--- config.mk ---
export PLATFORM = sky130hd
export DESIGN_NAME = dib_ctrl
export DESIGN_NICKNAME = d
export VERILOG_FILES = /design/src/dedup_inbox_with_tombstones_macros.svh /design/src/dib_pkg.sv /design/src/dib_ctrl.sv
export SDC_FILE = /design/constraint.sdc
export NUM_CORES = 1
export LEC_CHECK = 0
export BUFFER_PORTS_ARGS = -buffer_cell sky130_fd_sc_hd__buf_2
export CORE_MARGIN = 4
export CORE_UTILIZATION = 49
export CTS_CLUSTER_DIAMETER = 120
export DETAILED_ROUTE_END_ITERATION = 6
export GPL_TIMING_DRIVEN = 0
export PLACE_DENSITY = 0.78
export REMOVE_ABC_BUFFERS = 1
export SLEW_MARGIN = 20
export SYNTH_ARGS = -nofsm -noshare
export SYNTH_HDL_FRONTEND = slang
export SYNTH_SLANG_ARGS = --single-unit
export TNS_END_PERCENT = 1
--- constraint.sdc ---
create_clock -name clk -period 2 [get_ports clk]
set_input_delay 0.1 -clock clk [delete_from_list [all_inputs] [get_ports clk]]
set_output_delay 0.1 -clock clk [all_outputs]
set_load 0.02 [all_outputs]
--- src/dedup_inbox_with_tombstones_macros.svh ---
// Assertion macros used by the block's top file.
`ifndef DEDUP_INBOX_WITH_TOMBSTONES_MACROS_SVH
`define DEDUP_INBOX_WITH_TOMBSTONES_MACROS_SVH
`ifndef SYNTHESIS
`define DIB_ASSERT_IMP(label, clk, rst, cond, prop) \
  label: assert property (@(posedge clk) disable iff (rst) (cond) |-> (prop)) \
    else $error("dib assertion failed");
`define DIB_ASSERT_NEXT(label, clk, rst, cond, prop) \
  label: assert property (@(posedge clk) disable iff (rst) (cond) |=> (prop)) \
    else $error("dib assertion failed");
`else
`define DIB_ASSERT_IMP(label, clk, rst, cond, prop)
`define DIB_ASSERT_NEXT(label, clk, rst, cond, prop)
`endif
`endif

--- src/dib_pkg.sv ---
package dib_pkg;

  localparam int unsigned INBOX_DEPTH_DEF = 8;
  localparam int unsigned TEXT_LIMIT_DEF  = 256;
  localparam int unsigned TOMB_DEPTH_DEF  = 8;

  localparam logic [31:0] FNV_BASIS = 32'd2166136261;
  localparam logic [31:0] FNV_PRIME = 32'd16777619;

  localparam logic [1:0] OP_BYTE   = 2'd0;
  localparam logic [1:0] OP_RM_IDX = 2'd1;
  localparam logic [1:0] OP_RM_ID  = 2'd2;
  localparam logic [1:0] OP_READ   = 2'd3;

  localparam logic [2:0] OUT_REJECTED  = 3'd0;
  localparam logic [2:0] OUT_TOMB_HIT  = 3'd1;
  localparam logic [2:0] OUT_REFRESHED = 3'd2;
  localparam logic [2:0] OUT_INSERTED  = 3'd3;
  localparam logic [2:0] OUT_INS_EVICT = 3'd4;
  localparam logic [2:0] OUT_REMOVED   = 3'd5;
  localparam logic [2:0] OUT_NOT_FOUND = 3'd6;
  localparam logic [2:0] OUT_READ      = 3'd7;

  typedef struct packed {
    logic [1:0]  op;
    logic [7:0]  text_byte;
    logic        last_byte;
    logic        is_sync;
    logic [31:0] from_node;
    logic [31:0] rx_time;
    logic [7:0]  slot_index;
    logic [31:0] target_id;
  } in_item_t;

  typedef struct packed {
    logic [2:0]  outcome;
    logic        accepted;
    logic [3:0]  entry_count;
    logic [31:0] change_seq;
    logic [31:0] entry_id;
    logic [31:0] entry_from;
    logic [31:0] entry_time;
  } out_item_t;

  typedef struct packed {
    logic       take;
    logic       ptr_clr;
    logic       ptr_inc;
    logic       ptr_load;
    logic       bidx_clr;
    logic       bidx_inc;
    logic       copy_wr;
    logic       refresh;
    logic       remove;
    logic       evict;
    logic       insert;
    logic       stg_clr;
    logic       res;
    logic [2:0] outcome;
  } cmd_t;

  typedef struct packed {
    logic reject;
    logic tomb_hit;
    logic tomb_last;
    logic scan_end;
    logic len_eq;
    logic byte_end;
    logic byte_neq;
    logic id_eq;
    logic id_zero;
    logic idx_ok;
    logic full;
  } sts_t;

endpackage

--- src/dib_ctrl.sv ---
module dib_ctrl (
  input  logic          clk,
  input  logic          rst,
  input  logic          req_valid,
  input  logic [1:0]    req_op,
  input  logic          req_last,
  output logic          req_ready,
  output logic          rsp_valid,
  input  logic          rsp_ready,
  input  dib_pkg::sts_t sts,
  output dib_pkg::cmd_t cmd
);
  import dib_pkg::*;

  typedef enum logic [3:0] {
    S_IDLE, S_JUDGE, S_TOMB, S_SCAN, S_CMP_RD, S_CMP_CHK, S_INS,
    S_COPY_RD, S_COPY_WR, S_RM_IDX, S_ID_SCAN, S_REMOVE, S_RESP
  } state_t;

  state_t     state, state_next;
  logic [2:0] outc, outc_next;
  logic       evicted, evicted_next;
  logic       rsp_valid_next;

  assign req_ready = (state == S_IDLE);

  always_comb begin
    cmd          = '0;
    state_next   = state;
    outc_next    = outc;
    evicted_next = evicted;
    unique case (state)
      S_IDLE: begin
        if (req_valid) begin
          cmd.take    = 1'b1;
          cmd.ptr_clr = 1'b1;
          case (req_op)
            OP_BYTE:   if (req_last) state_next = S_JUDGE;
            OP_RM_IDX: state_next = S_RM_IDX;
            OP_RM_ID:  state_next = S_ID_SCAN;
            default: begin
              outc_next  = OUT_READ;
              state_next = S_RESP;
            end
          endcase
        end
      end
      S_JUDGE: begin
        if (sts.reject) begin
          outc_next   = OUT_REJECTED;
          cmd.stg_clr = 1'b1;
          state_next  = S_RESP;
        end else begin
          state_next = S_TOMB;
        end
      end
      S_TOMB: begin
        if (sts.tomb_hit) begin
          outc_next   = OUT_TOMB_HIT;
          cmd.stg_clr = 1'b1;
          state_next  = S_RESP;
        end else if (sts.tomb_last) begin
          cmd.ptr_clr = 1'b1;
          state_next  = S_SCAN;
        end else begin
          cmd.ptr_inc = 1'b1;
        end
      end
      S_SCAN: begin
        if (sts.scan_end) begin
          state_next = S_INS;
        end else if (sts.len_eq) begin
          cmd.bidx_clr = 1'b1;
          state_next   = S_CMP_RD;
        end else begin
          cmd.ptr_inc = 1'b1;
        end
      end
      S_CMP_RD: begin
        if (sts.byte_end) begin
          cmd.refresh = 1'b1;
          cmd.stg_clr = 1'b1;
          outc_next   = OUT_REFRESHED;
          state_next  = S_RESP;
        end else begin
          state_next = S_CMP_CHK;
        end
      end
      S_CMP_CHK: begin
        if (sts.byte_neq) begin
          cmd.ptr_inc = 1'b1;
          state_next  = S_SCAN;
        end else begin
          cmd.bidx_inc = 1'b1;
          state_next   = S_CMP_RD;
        end
      end
      S_INS: begin
        evicted_next = sts.full;
        cmd.evict    = sts.full;
        cmd.bidx_clr = 1'b1;
        state_next   = S_COPY_RD;
      end
      S_COPY_RD: begin
        if (sts.byte_end) begin
          cmd.insert  = 1'b1;
          cmd.stg_clr = 1'b1;
          outc_next   = evicted ? OUT_INS_EVICT : OUT_INSERTED;
          state_next  = S_RESP;
        end else begin
          state_next = S_COPY_WR;
        end
      end
      S_COPY_WR: begin
        cmd.copy_wr  = 1'b1;
        cmd.bidx_inc = 1'b1;
        state_next   = S_COPY_RD;
      end
      S_RM_IDX: begin
        if (sts.idx_ok) begin
          cmd.ptr_load = 1'b1;
          state_next   = S_REMOVE;
        end else begin
          outc_next  = OUT_NOT_FOUND;
          state_next = S_RESP;
        end
      end
      S_ID_SCAN: begin
        if (sts.id_zero || sts.scan_end) begin
          outc_next  = OUT_NOT_FOUND;
          state_next = S_RESP;
        end else if (sts.id_eq) begin
          state_next = S_REMOVE;
        end else begin
          cmd.ptr_inc = 1'b1;
        end
      end
      S_REMOVE: begin
        cmd.remove = 1'b1;
        outc_next  = OUT_REMOVED;
        state_next = S_RESP;
      end
      S_RESP: begin
        // The output register may still hold the previous word.
        if (!rsp_valid || rsp_ready) begin
          cmd.res     = 1'b1;
          cmd.outcome = outc;
          state_next  = S_IDLE;
        end
      end
      default: state_next = S_IDLE;
    endcase
  end

  always_comb begin
    if (cmd.res) rsp_valid_next = 1'b1;
    else if (rsp_ready) rsp_valid_next = 1'b0;
    else rsp_valid_next = rsp_valid;
  end

  always_ff @(posedge clk) begin
    if (rst) begin
      state     <= S_IDLE;
      outc      <= OUT_REJECTED;
      evicted   <= 1'b0;
      rsp_valid <= 1'b0;
    end else begin
      state     <= state_next;
      outc      <= outc_next;
      evicted   <= evicted_next;
      rsp_valid <= rsp_valid_next;
    end
  end

endmodule

# After elaboration in Yosys (flattened, before gate mapping)
# Cells that the tools add are included.
# Widths: inputs -> output; s select.
totals:
  register_bits: 9
  mem_bits_ro: 0
  latch_bits: 0
  memories: 0
  mem_bits_rw: 0
  inputBits: 18
  out_inout_bits: 18
classes:
  n_eq_ne: 27
  muxes: 59
  bitwise_logic: 0
  magnitude_cmp: 0
  reduce_logical: 11
  multipliers: 0
  n_shift: 0
  n_addsub: 0
  div: 0
op_table:
  columns: ["operator", "n"]
  rows:
  - ["$mux 4", 13]
  - ["$pmux 4 s12", 1]
  - ["$mux 3", 12]
  - ["$pmux 3 s8", 1]
  - ["$mux 1", 23]
  - ["$eq 4x4->1 const B", 5]
  - ["$ne 2x2->1 const B", 9]
  - ["$eq 4x3->1 const B", 4]
  - ["$ne 3x3->1 const B", 4]
  - ["$pmux 4 s3", 1]
  - ["$reduce_and 9->1", 1]
  - ["$eq 4x2->1 const B", 2]
  - ["$pmux 1 s4", 2]
  - ["$reduce_bool 8->1", 1]
  - ["$mux 2", 3]
  - ["$pmux 1 s2", 3]
  - ["$reduce_and 6->1", 1]
  - ["$eq 4x1->1 const B", 1]
  - ["$logic_not 4->1", 1]
  - ["$reduce_or 3->1", 1]
  - ["$eq 2x1->1 const B", 1]
  - ["$eq 2x2->1 const B", 1]
  - ["$logic_not 2->1", 1]
  - ["$logic_or 1x1->1", 2]
  - ["3 further kinds", 3]

# Longest topological paths before layout
# Gate-level depths: netlist of the first run.
depth:
  depth_word: 5
  depth_mapped: 7
  mapped_depth_nobuf: 5

# Worst setup path after synthesis of the first run
# No wires, ideal clock.
synth_timing:
  path_kind: "register to output"
  from: "register state[2]"
  to: "output cmd[14] (netlist name)"
  stages_incl_launch_ff: 5
  arrival_ns: 1.711
  slack_ns: 0.189
  t_required_ns: 1.900
  cell_sequence: "dfxtp_1 > buf_2 > nor4_2 > and2_1 > a21o_1"
synth_lines:
  columns: ["element", "line", "text"]
  rows:
  - ["start, declared", "dib_ctrl.sv:20", "state_t state, state_next;"]
  - ["start signal, assigned", "dib_ctrl.sv:168", "state <= state_next;"]
  - ["end, declared", "dib_ctrl.sv:11", "output dib_pkg::cmd_t cmd"]

# Final worst setup path of the first run
layout_timing:
  from: "register state[0]"
  to: "register outc[0]"
layout_between:
  elab_chain_cells: 3
  elab_cells_between_ends: 19
layout_rtl:
  columns: ["element", "line", "text"]
  rows:
  - ["$eq 4x4->1, or another cell as far along", "dib_ctrl.sv:32", "unique case (state)"]
  - ["$reduce_bool 8->1 (no line) or $ne 2x2->1 (tied branches)", null, null]
  - ["$reduce_and 9->1 (no line)", null, null]
  - ["end signal, assigned", "dib_ctrl.sv:169", "outc <= outc_next;"]
  - ["end, declared", "dib_ctrl.sv:21", "logic [2:0] outc, outc_next;"]
# Parallel ways exist; a longest one is shown, timed or not.
# A chain may end at the register's enable or synchronous reset.

==> results of run 1 <==
cells in the mapped netlist, drive strengths merged, types with 3 or more instances:
library cell	n	area share, %
inv	4	1.5
dfxtp	9	18
nand2b	3	1.8
nor4	5	3.7
a21oi	10	4.9
or2	3	1.8
nor3	4	2.4
a211oi	3	3.4
nor2	16	5.9
o21ai	13	6.3
a22oi	3	2.2
buf	8	4.4
nand2	16	5.9
nand3b	4	2.9
nor2b	6	3.7
and3	7	4.3
and2	5	3.1
nand3	4	2.0
clkbuf	3	1.1
layout make-up:
class	count	area, um2
flip-flops and latches	9	195.2
well taps	27	33.78
multi-input cells	127	784.5
repair buffers	35	175.2
fillers	198	752.0
inverters	4	15.01
clock buffers	4	26.28
flip-flops by register name (all words and copies together) (netlist names):
signal,flops
evicted,1
rsp_valid,1
state,4
outc,3
worst reg2reg max path, cell delays in order, from the launching register on:
cell and delay, ps:
sky130_fd_sc_hd__dfxtp_4 430, sky130_fd_sc_hd__nor2b_1 210, sky130_fd_sc_hd__a32oi_2 300, sky130_fd_sc_hd__o2111ai_2 210, sky130_fd_sc_hd__a211oi_4 280, sky130_fd_sc_hd__mux2_1 350
final timing paths:
path                               from                     to  slack [ps]
setup / recovery  state[0]$_SDFFE_PP0P_   outc[0]$_SDFFE_PP0P_         110
setup reg to reg  state[0]$_SDFFE_PP0P_   outc[0]$_SDFFE_PP0P_         110
hold / removal                      rst  state[1]$_SDFFE_PP0P_         130
hold reg to reg    outc[2]$_SDFFE_PP0P_   outc[2]$_SDFFE_PP0P_         470
per-layer routing:
layer	vias up	wire length, um	global-route usage (%)	part of all wire [%]
li1	605	-	-	-
met1	578	1227	28.76	42
met2	48	1457	38.31	49
met3	0	263	6.371	8.9
met4	0	0	0.8511	0
met5	-	0	0	0
kinds of logic (layout without fill, tap and decap cells):
logic type,after synthesis,after routing,synth area share [%]
simple gates,80,80,42.74
flops,9,9,17.58
buf+inv,15,43,6.959
xor+xnor,1,1,0.8549
compound gates,43,43,28.69
mux,3,3,3.174
timing repair:
item / 4_1_cts / 5_1_grt
setup endpoints to repair: 15 / 6
hold endpoints to repair: 0 / 0
resized for setup: 8 / 3
buffers inserted: 0 / 0
pin swaps: 0 / 1
power breakdown:
group,total (mW),switching (mW),leakage (nW),internal [mW]
combinational,0.964,0.565,0.476,0.399
sequential,0.440,0.189,0.0766,0.250
clock,0.139,0.0623,0.0150,0.0768
total,1.54,0.817,0.568,0.726
metrics by stage:
step                total power [mW]  setup slack, ps  instance area, um2  utilization [%]  instances
finish                         1.542            111.2                1230            62.06        206
global route                   1.687           -13.29                1230            62.06        206
CTS                            1.520            41.23                1222            61.68        206
detailed placement             1.364           -382.1                1177            59.41        202
global placement               1.344           -314.4                1177            59.41        202
floorplan                      1.089           -14.84               968.4                -        140
==> results.md, run 1 <==
| Metric | This run | Unit |
| --- | --- | --- |
| Leftover overflow at the end of global routing | 0 | - |
| Die area | 0.002887 | mm2 |
| Fraction of registers with async set or reset after synthesis | 0 | % |
| Number of buffers added to fix hold violations after cts | 0 | - |
| Final Critical Period | 1889 | ps |
| Synthesized cell area | 0.001025 | mm2 |
| Synth warnings | 0 | - |
| Final Max Tran Viols | 0 | - |
| First-pass GRT wire length | 4788 | um |
| Initial standard-cell utilization of the core | 51.70 | % |
| Area of the core region | 0.001982 | mm2 |
| Reg2Reg Depth | 5 | - |
| Count of H-tree levels built during CTS | 1 | - |
| Number of antenna violations at the first check in global routing | 0 | - |
| Power per cell area | 1254 | mW/mm2 |
| Net count of the finished layout | 198 | - |
| Final Hold Violating Endpoints | 0 | - |
| Most common library cell in the layout ignoring fill and taps | sky130_fd_sc_hd__buf_2 | - |
| CP Launch Type | flip-flop | - |
| Count of endpoints failing setup in the final report | 0 | - |
| Number of flops mapped to enable cells by yosys | 0 | - |
| Pin count of the biggest net entering global routing | 27 | - |
| Max-cap violations | 0 | - |
| Largest voltage drop on the vdd net | 0.0006744 | V |
| Highest clock frequency the design can meet | 529.4 | MHz |
| Total wirelength of the detailed-routed design | 2948 | um |
| Gate count of the mapped netlist | 151 | - |
| Die Span X | 53.73 | um |
| Leakage power figure | 0.5680 | nW |
| Mean number of vias per cell | 5.976 | - |
| Netlist cell types | 45 | - |
| Synth Flop Type | sky130_fd_sc_hd__dfxtp_1 | - |
| I/O pin cnt | 36 | - |
| Antenna Nets Post-Route | 0 | - |
| Kind of critical path | reg2reg | - |
| Actual transition at the worst max-transition pin | 437.3 | ps |
| Pre-antenna DRT Iters | 4 | - |
| Synth Register Bits | 9 | - |
| Worst hold path type | in2reg | - |
| Half-perimeter wire length of the detailed placement result | 2208 | um |
| Layout cell share with drive strength beyond 1 | 29.61 | % |
| Top cell family by delay on the critical path | compound AO/OA/AOI/OAI gates | - |
| Number of logic stages on the critical path including buffering | 5 | - |
| Rel. slew slack | 70.60 | % |
| Number of CTS-inserted buffers | 3 | - |
| Setup TNS Final | 0 | ps |
| Skew-Pair Late Insertion Delay | 260 | ps |
| Run status | finished clean | - |
| Arrival time worst endpoint | 2040 | ps |
| Number of sinks handled by clock tree synthesis | 9 | - |
| Hold-critical path depth | 2 | - |
| Tot GR Track Use | 22.27 | % |
| Violation count after the first detailed-routing iteration | 49 | - |
| Data required, critical path | 2150 | ps |
| Rows | 16 | - |
| Buffers and inverters on the worst path | 0 | - |
| Final weighted congestion in routability-driven placement | 0.8751 | - |
| CP max-delay cell | sky130_fd_sc_hd__dfxtp_4 | - |
| RSZ-0062 raised after global routing | true | - |
| TritonCTS clock tree | built | - |
| Die Ht | 53.73 | um |
| Number of I/O port buffers | 35 | - |
| Mean Syn Cell Area | 6.786 | um2 |
| Fin crit share | 94.44 | % |
| Clock transition at the register clock pins on the worst setup and hold paths after CTS | 60 | ps |
| Cell chain of the critical path | nor2b_1, a32oi_2, o2111ai_2, a211oi_4, mux2_1 | - |
| Fin Clk Skew | 1.280 | ps |
| Vias post-DR | 1,231 | - |
| Register area share after synthesis | 17.58 | % |
| Layout overhead on the synthesized area | 20.02 | % |
| Detailed-route wire length per cell | 14.31 | um |
| Highest-count cells in the layout ignoring fill and taps | 35 x sky130_fd_sc_hd__buf_2, 16 x sky130_fd_sc_hd__nand2_1, 16 x sky130_fd_sc_hd__nor2_1 | - |
| Slowest Stage Delay on Critical Path | 430 | ps |
| WHS | 133.8 | ps |
| Maximum fanout along the worst path | 25 | - |
| Remaining DRCs | 0 | - |
| Via count of the first global-routing pass | 1,084 | - |
| Endpoint class of the critical path | flip-flop | - |
| Cell chosen for the clock root | sky130_fd_sc_hd__clkbuf_4 | - |
| Ant diodes | 0 | - |
| Maximum clock path buffer count | 2 | - |
(Power assumes the default switching activity.)
==> inputs of run 2 (changes only) <==
--- a/config.mk
+++ b/config.mk
@@ -7,5 +7,5 @@
 export LEC_CHECK = 0
 export BUFFER_PORTS_ARGS = -buffer_cell sky130_fd_sc_hd__buf_2
-export CORE_MARGIN = 4
+export CORE_MARGIN = 2
 export CORE_UTILIZATION = 49
 export CTS_CLUSTER_DIAMETER = 120
==> constraint.sdc (replaced) <==
create_clock -name clk -period 2 [get_ports clk]
set_input_delay 0.3 -clock clk [delete_from_list [all_inputs] [get_ports clk]]
set_output_delay 0.3 -clock clk [all_outputs]
set_load 0.02 [all_outputs]
==> run 2 against run 1 <==
Compared with the run above: critical path depth shrank 1; die area down 14%; clock-buffer cell count unchanged; sequential share of layout area down 0.91 points; largest cell class unchanged; first-iteration DRC count decreased by 12%; sequential power barely moved.
==> results.md, run 2 (synthesized netlist as in run 1, its figures left out) <==
| Metric | This run | Unit |
| --- | --- | --- |
| Run status | finished clean | - |
| Vias post-DR | 1,212 | - |
| Rel. slew slack | 70.63 | % |
| Filler cell count | 194 | - |
| Final Hold Violating Endpoints | 0 | - |
| Number of CTS-inserted buffers | 3 | - |
| Fin crit share | 97.63 | % |
| Switching component of the power | 864.1 | uW |
| Highest clock frequency the design can meet | 512.2 | MHz |
| Leading registers by flop count | state: 4 flops, outc: 3 flops | - |
| Via count of the first global-routing pass | 1,086 | - |
| Leakage power figure | 0.5950 | nW |
| Pre-antenna DRT Iters | 4 | - |
| Leftover overflow at the end of global routing | 0 | - |
| TritonCTS clock tree | built | - |
| Total wirelength of the detailed-routed design | 3115 | um |
| Final Max Tran Viols | 0 | - |
| Most common library cell in the layout ignoring fill and taps | sky130_fd_sc_hd__buf_2 | - |
| Post-route core utilization | 66.52 | % |
| Maximum fanout along the worst path | 23 | - |
| Switching part of the total power | 52.91 | % |
| Count of H-tree levels built during CTS | 1 | - |
| Die Span X | 49.73 | um |
| Mean number of vias per cell | 5.799 | - |
| Area of the core region | 0.001962 | mm2 |
| Count of endpoints failing setup in the final report | 0 | - |
| Data required, critical path | 1700 | ps |
| Worst hold path type | in2reg | - |
| Slowest Stage Delay on Critical Path | 480 | ps |
| CP Launch Type | flip-flop | - |
| Final weighted congestion in routability-driven placement | 0.8744 | - |
| Half-perimeter wire length of the detailed placement result | 2199 | um |
| Skew-Pair Late Insertion Delay | 270 | ps |
| I/O pin cnt | 36 | - |
| Design internal power | 769.1 | uW |
| Initial standard-cell utilization of the core | 52.23 | % |
| Endpoint class of the critical path | output pin | - |
| Number of antenna violations at the first check in global routing | 0 | - |
| Fin Clk Skew | 10.05 | ps |
| Antenna Nets Post-Route | 0 | - |
| Cell chosen for the clock root | sky130_fd_sc_hd__clkbuf_4 | - |
| Violation count after the first detailed-routing iteration | 43 | - |
| Remaining DRCs | 0 | - |
| Area used by sequential logic in the layout | 195.2 | um2 |
| Ant diodes | 0 | - |
| Maximum clock path buffer count | 2 | - |
| Share of total power in the clock network | 8.9 | % |
| Layout cell share with drive strength beyond 1 | 34.07 | % |
| Detailed-route wire length per cell | 14.90 | um |
| Clock transition at the register clock pins on the worst setup and hold paths after CTS | 70 | ps |
| Arrival time worst endpoint | 1650 | ps |
| Layout overhead on the synthesized area | 27.35 | % |
| Highest-count cells in the layout ignoring fill and taps | 35 x sky130_fd_sc_hd__buf_2, 16 x sky130_fd_sc_hd__nand2_1, 15 x sky130_fd_sc_hd__nor2_1 | - |
| Final Critical Period | 1953 | ps |
| Power per cell area | 1251 | mW/mm2 |
| Pin count of the biggest net entering global routing | 27 | - |
| Combinational Power Share | 64.4 | % |
| Die Ht | 49.73 | um |
| Number of flip-flops under the largest register name | 4 | - |
| Rows | 16 | - |
| Area of the multi-input gates | 837.1 | um2 |
| Setup TNS Final | 0 | ps |
| Post-layout total power | 1.633 | mW |
| Kind of critical path | reg2out | - |
| Actual transition at the worst max-transition pin | 436.9 | ps |
| RSZ-0062 raised after global routing | true | - |
| Number of sinks handled by clock tree synthesis | 9 | - |
| Part of the total power dissipated in sequential elements | 26.8 | % |
| Die area | 0.002473 | mm2 |
| Cell chain of the critical path | nor4_2, and2_1, a21o_1, buf_2 | - |
| CP max-delay cell | sky130_fd_sc_hd__nor4_2 | - |
| Net count of the finished layout | 201 | - |
| First-pass GRT wire length | 4864 | um |
| Largest voltage drop on the vdd net | 0.0005935 | V |
| Max-cap violations | 0 | - |
| Most flops, register | state | - |
| Tot GR Track Use | 24.84 | % |
| Number of I/O port buffers | 35 | - |
-- run 2: timing repair --
item / CTS / global route
setup endpoints to repair: 20 / 6
hold buffers: 0 / 0
buffers inserted: 0 / 3
resized for setup: 12 / 9
-- run 2: through the flow --
stage | instances | hold WS, ps | instance area (um2) | setup WS, ps
after floorplan | 140 | 369.1 | 968.4 | -74.92
after global placement | 202 | 442.9 | 1177 | -302.8
after detailed placement | 202 | 452.4 | 1177 | -332.6
after CTS | 206 | 327.5 | 1235 | 36.27
after global routing | 209 | 336.0 | 1305 | -22.58
final | 209 | 326.2 | 1305 | 47.46
-- run 2: cell type report --
type / count / area share [%]
inverter: 4 / 1.151
timing repair buffer: 38 / 15.15
clock buffer: 4 / 2.013
multi-input combinational: 127 / 64.14
tap: 27 / 2.589
sequential: 9 / 14.96
-- run 2: worst paths after layout --
kind / depth (start not counted) / end / slack, ps / from
worst max-delay path: 4 / cmd[14] / 50 / state[2]$_SDFFE_PP0P_
worst min-delay path: 2 / state[1]$_SDFFE_PP0P_ / 330 / rst
worst max register to register: 5 / outc[0]$_SDFFE_PP0P_ / 90 / state[2]$_SDFFE_PP0P_
worst min register to register: 1 / outc[2]$_SDFFE_PP0P_ / 460 / outc[2]$_SDFFE_PP0P_
-- run 2: worst max-delay path: cells and delay by family, from the launching register on --
family | cells | cell delay [ps]
DFF | 1 | 430
AOI/OAI and AO/OA | 1 | 90
and+or+nand+nor | 2 | 710
buffers and inverters | 1 | 150
-- run 2: power groups by stage --
stage               clock network, mW  registers [mW]  logic [mW]
floorplan                           0           0.365       0.724
CTS                             0.145           0.435       0.961
finish                          0.145           0.438        1.05
detailed placement                  0           0.415       0.948
global placement                    0           0.408       0.921
global route                    0.152           0.453        1.14
-- run 2: per-layer routing --
metal  global-route usage (%)  up-vias  wire length (um)
met5                        0        -                 0
met4                    3.704        0                 0
met3                    4.848        0               184
met2                    43.78       44              1580
met1                    31.72      563              1349
li1                         -      605                 -
==> inputs of run 3 (changes only) <==
PLACE_DENSITY = 0.79   (was 0.78)
==> run 3 against run 2 <==
Compared with the run above: sequential power about the same; power down 1.5%; first-iteration DRC count up 2.3%; hold slack better by 33 ps; critical endpoint unchanged; via count up 3.6%; worst setup slack better by 22 ps; non-clock buffer count unchanged; largest power group unchanged.
==> results.md, run 3 (synthesized netlist as in run 1, its figures left out) <==
| Metric | This run | Unit |
| --- | --- | --- |
| Remaining DRCs | 0 | - |
| CP max-delay cell | sky130_fd_sc_hd__nor4_2 | - |
| Post-layout total power | 1.609 | mW |
| Initial standard-cell utilization of the core | 52.23 | % |
| Design internal power | 764.8 | uW |
| Leakage power figure | 0.5918 | nW |
| Layout overhead on the synthesized area | 26.01 | % |
| Area of the core region | 0.001962 | mm2 |
| Part of the total power dissipated in sequential elements | 27.1 | % |
| Count of endpoints failing setup in the final report | 0 | - |
| Detailed-route wire length per cell | 14.55 | um |
| RSZ-0062 raised after global routing | true | - |
| Rows | 16 | - |
| Die Span X | 49.73 | um |
| Run status | finished clean | - |
| Number of flip-flops under the largest register name | 4 | - |
| Die area | 0.002473 | mm2 |
| Switching component of the power | 844.3 | uW |
| Final weighted congestion in routability-driven placement | 0.8646 | - |
| Kind of critical path | reg2out | - |
| Most common library cell in the layout ignoring fill and taps | sky130_fd_sc_hd__buf_2 | - |
| Count of H-tree levels built during CTS | 1 | - |
| Final Critical Period | 1931 | ps |
| Final Hold Violating Endpoints | 0 | - |
| Switching part of the total power | 52.47 | % |
| Largest voltage drop on the vdd net | 0.0008522 | V |
| First-pass GRT wire length | 4602 | um |
| Pin count of the biggest net entering global routing | 27 | - |
| Leftover overflow at the end of global routing | 0 | - |
| Number of I/O port buffers | 35 | - |
| Endpoint class of the critical path | output pin | - |
| Die Ht | 49.73 | um |
| Maximum clock path buffer count | 2 | - |
| Cell chosen for the clock root | sky130_fd_sc_hd__clkbuf_4 | - |
| Highest-count cells in the layout ignoring fill and taps | 35 x sky130_fd_sc_hd__buf_2, 16 x sky130_fd_sc_hd__nand2_1, 15 x sky130_fd_sc_hd__nor2_1 | - |
| TritonCTS clock tree | built | - |
| Skew-Pair Late Insertion Delay | 250 | ps |
| Data required, critical path | 1700 | ps |
| Highest clock frequency the design can meet | 517.9 | MHz |
| Worst hold path type | in2reg | - |
| Most flops, register | state | - |
| Ant diodes | 0 | - |
| Number of antenna violations at the first check in global routing | 0 | - |
| Total wirelength of the detailed-routed design | 3040 | um |
| Number of buffers added to fix hold violations after cts | 0 | - |
| Leading registers by flop count | state: 4 flops, outc: 3 flops | - |
| Pre-antenna DRT Iters | 4 | - |
| Number of CTS-inserted buffers | 3 | - |
| Maximum fanout along the worst path | 23 | - |
| Power per cell area | 1246 | mW/mm2 |
| Share of total power in the clock network | 8.6 | % |
| CP Launch Type | flip-flop | - |
| Rel. slew slack | 71.04 | % |
| Slowest Stage Delay on Critical Path | 470 | ps |
| Vias post-DR | 1,256 | - |
| Final Max Tran Viols | 0 | - |
| I/O pin cnt | 36 | - |
| Clock transition at the register clock pins on the worst setup and hold paths after CTS | 60 | ps |
| Net count of the finished layout | 201 | - |
| Cell chain of the critical path | nor4_2, and2_1, a21o_1, buf_2 | - |
| Max-cap violations | 0 | - |
| Fin Clk Skew | 1.325 | ps |
| Layout cell share with drive strength beyond 1 | 33.52 | % |
| Mean number of vias per cell | 6.010 | - |
| Combinational Power Share | 64.3 | % |
| WHS | 358.8 | ps |
| Antenna Nets Post-Route | 0 | - |
| Actual transition at the worst max-transition pin | 428.6 | ps |
| Tot GR Track Use | 23.95 | % |
| Fin crit share | 96.54 | % |
| Violation count after the first detailed-routing iteration | 44 | - |
| Half-perimeter wire length of the detailed placement result | 2108 | um |
| Via count of the first global-routing pass | 1,047 | - |
| Arrival time worst endpoint | 1630 | ps |
| Number of sinks handled by clock tree synthesis | 9 | - |
-- run 3: cell counts in the layout (fill, tap and decap cells not counted) --
Identical to the previous run, type by type.
-- run 3: cell type report --
cell class / count / area, um2
Multi-Input combinational cell: 127 / 823.3
Timing Repair Buffer: 38 / 197.7
Clock buffer: 4 / 26.28
Tap cell: 27 / 33.78
Inverter: 4 / 15.01
Sequential cell: 9 / 195.2
Fill cell: 201 / 670.6
-- run 3: worst paths after layout --
kind,startpoint,to,slack [ps],depth (start not counted)
max reg2reg,state[0]$_SDFFE_PP0P_,outc[0]$_SDFFE_PP0P_,80,5
min,rst,state[1]$_SDFFE_PP0P_,360,2
min reg2reg,outc[1]$_SDFFE_PP0P_,outc[1]$_SDFFE_PP0P_,460,2
max,state[2]$_SDFFE_PP0P_,cmd[14],70,4
-- run 3: power groups by stage --
stage | sequential [mW] | combinational [mW] | clock, mW
global route | 0.449 | 1.12 | 0.161
detailed placement | 0.411 | 0.943 | 0
CTS | 0.432 | 0.958 | 0.142
floorplan | 0.365 | 0.724 | 0
global placement | 0.407 | 0.921 | 0
finish | 0.437 | 1.03 | 0.138
-- run 3: timing repair --
| item | CTS | global route |
|---|---|---|
| setup buffers | 0 | 3 |
| gates resized for setup | 12 | 7 |
| pin swaps | 0 | 0 |
| setup endpoints to repair | 20 | 6 |
-- run 3: worst max-delay path, delay by kind of cell, from the launching register on --
kind / cells / cell delay [ps]
AO/OA/AOI/OAI: 1 / 90
buffers and inverters: 1 / 150
AND/OR/NAND/NOR: 2 / 700
flip-flops: 1 / 430
-- run 3: through the flow --
stage / utilization, % / setup TNS (ps) / instance area, um2 / instances / setup slack [ps]
3_3_place_gp: 60.01 / -1799 / 1177 / 202 / -305.2
6_report: 65.82 / 0 / 1291 / 209 / 69.15
2_1_floorplan: - / -286.9 / 968.4 / 140 / -74.92
3_5_place_dp: 60.01 / -2716 / 1177 / 202 / -359.3
5_1_grt: 65.82 / -60.76 / 1291 / 209 / -30.77
4_1_cts: 62.95 / 0 / 1235 / 206 / 57.77
-- run 3: layer usage --
layer | global-route usage, % | vias to the layer above | routed length, um
met4 | 6.481 | 0 | 30
li1 | - | 607 | -
met1 | 29.29 | 585 | 1222
met5 | 0 | - | 0
met2 | 41.56 | 60 | 1559
met3 | 5.758 | 4 | 227
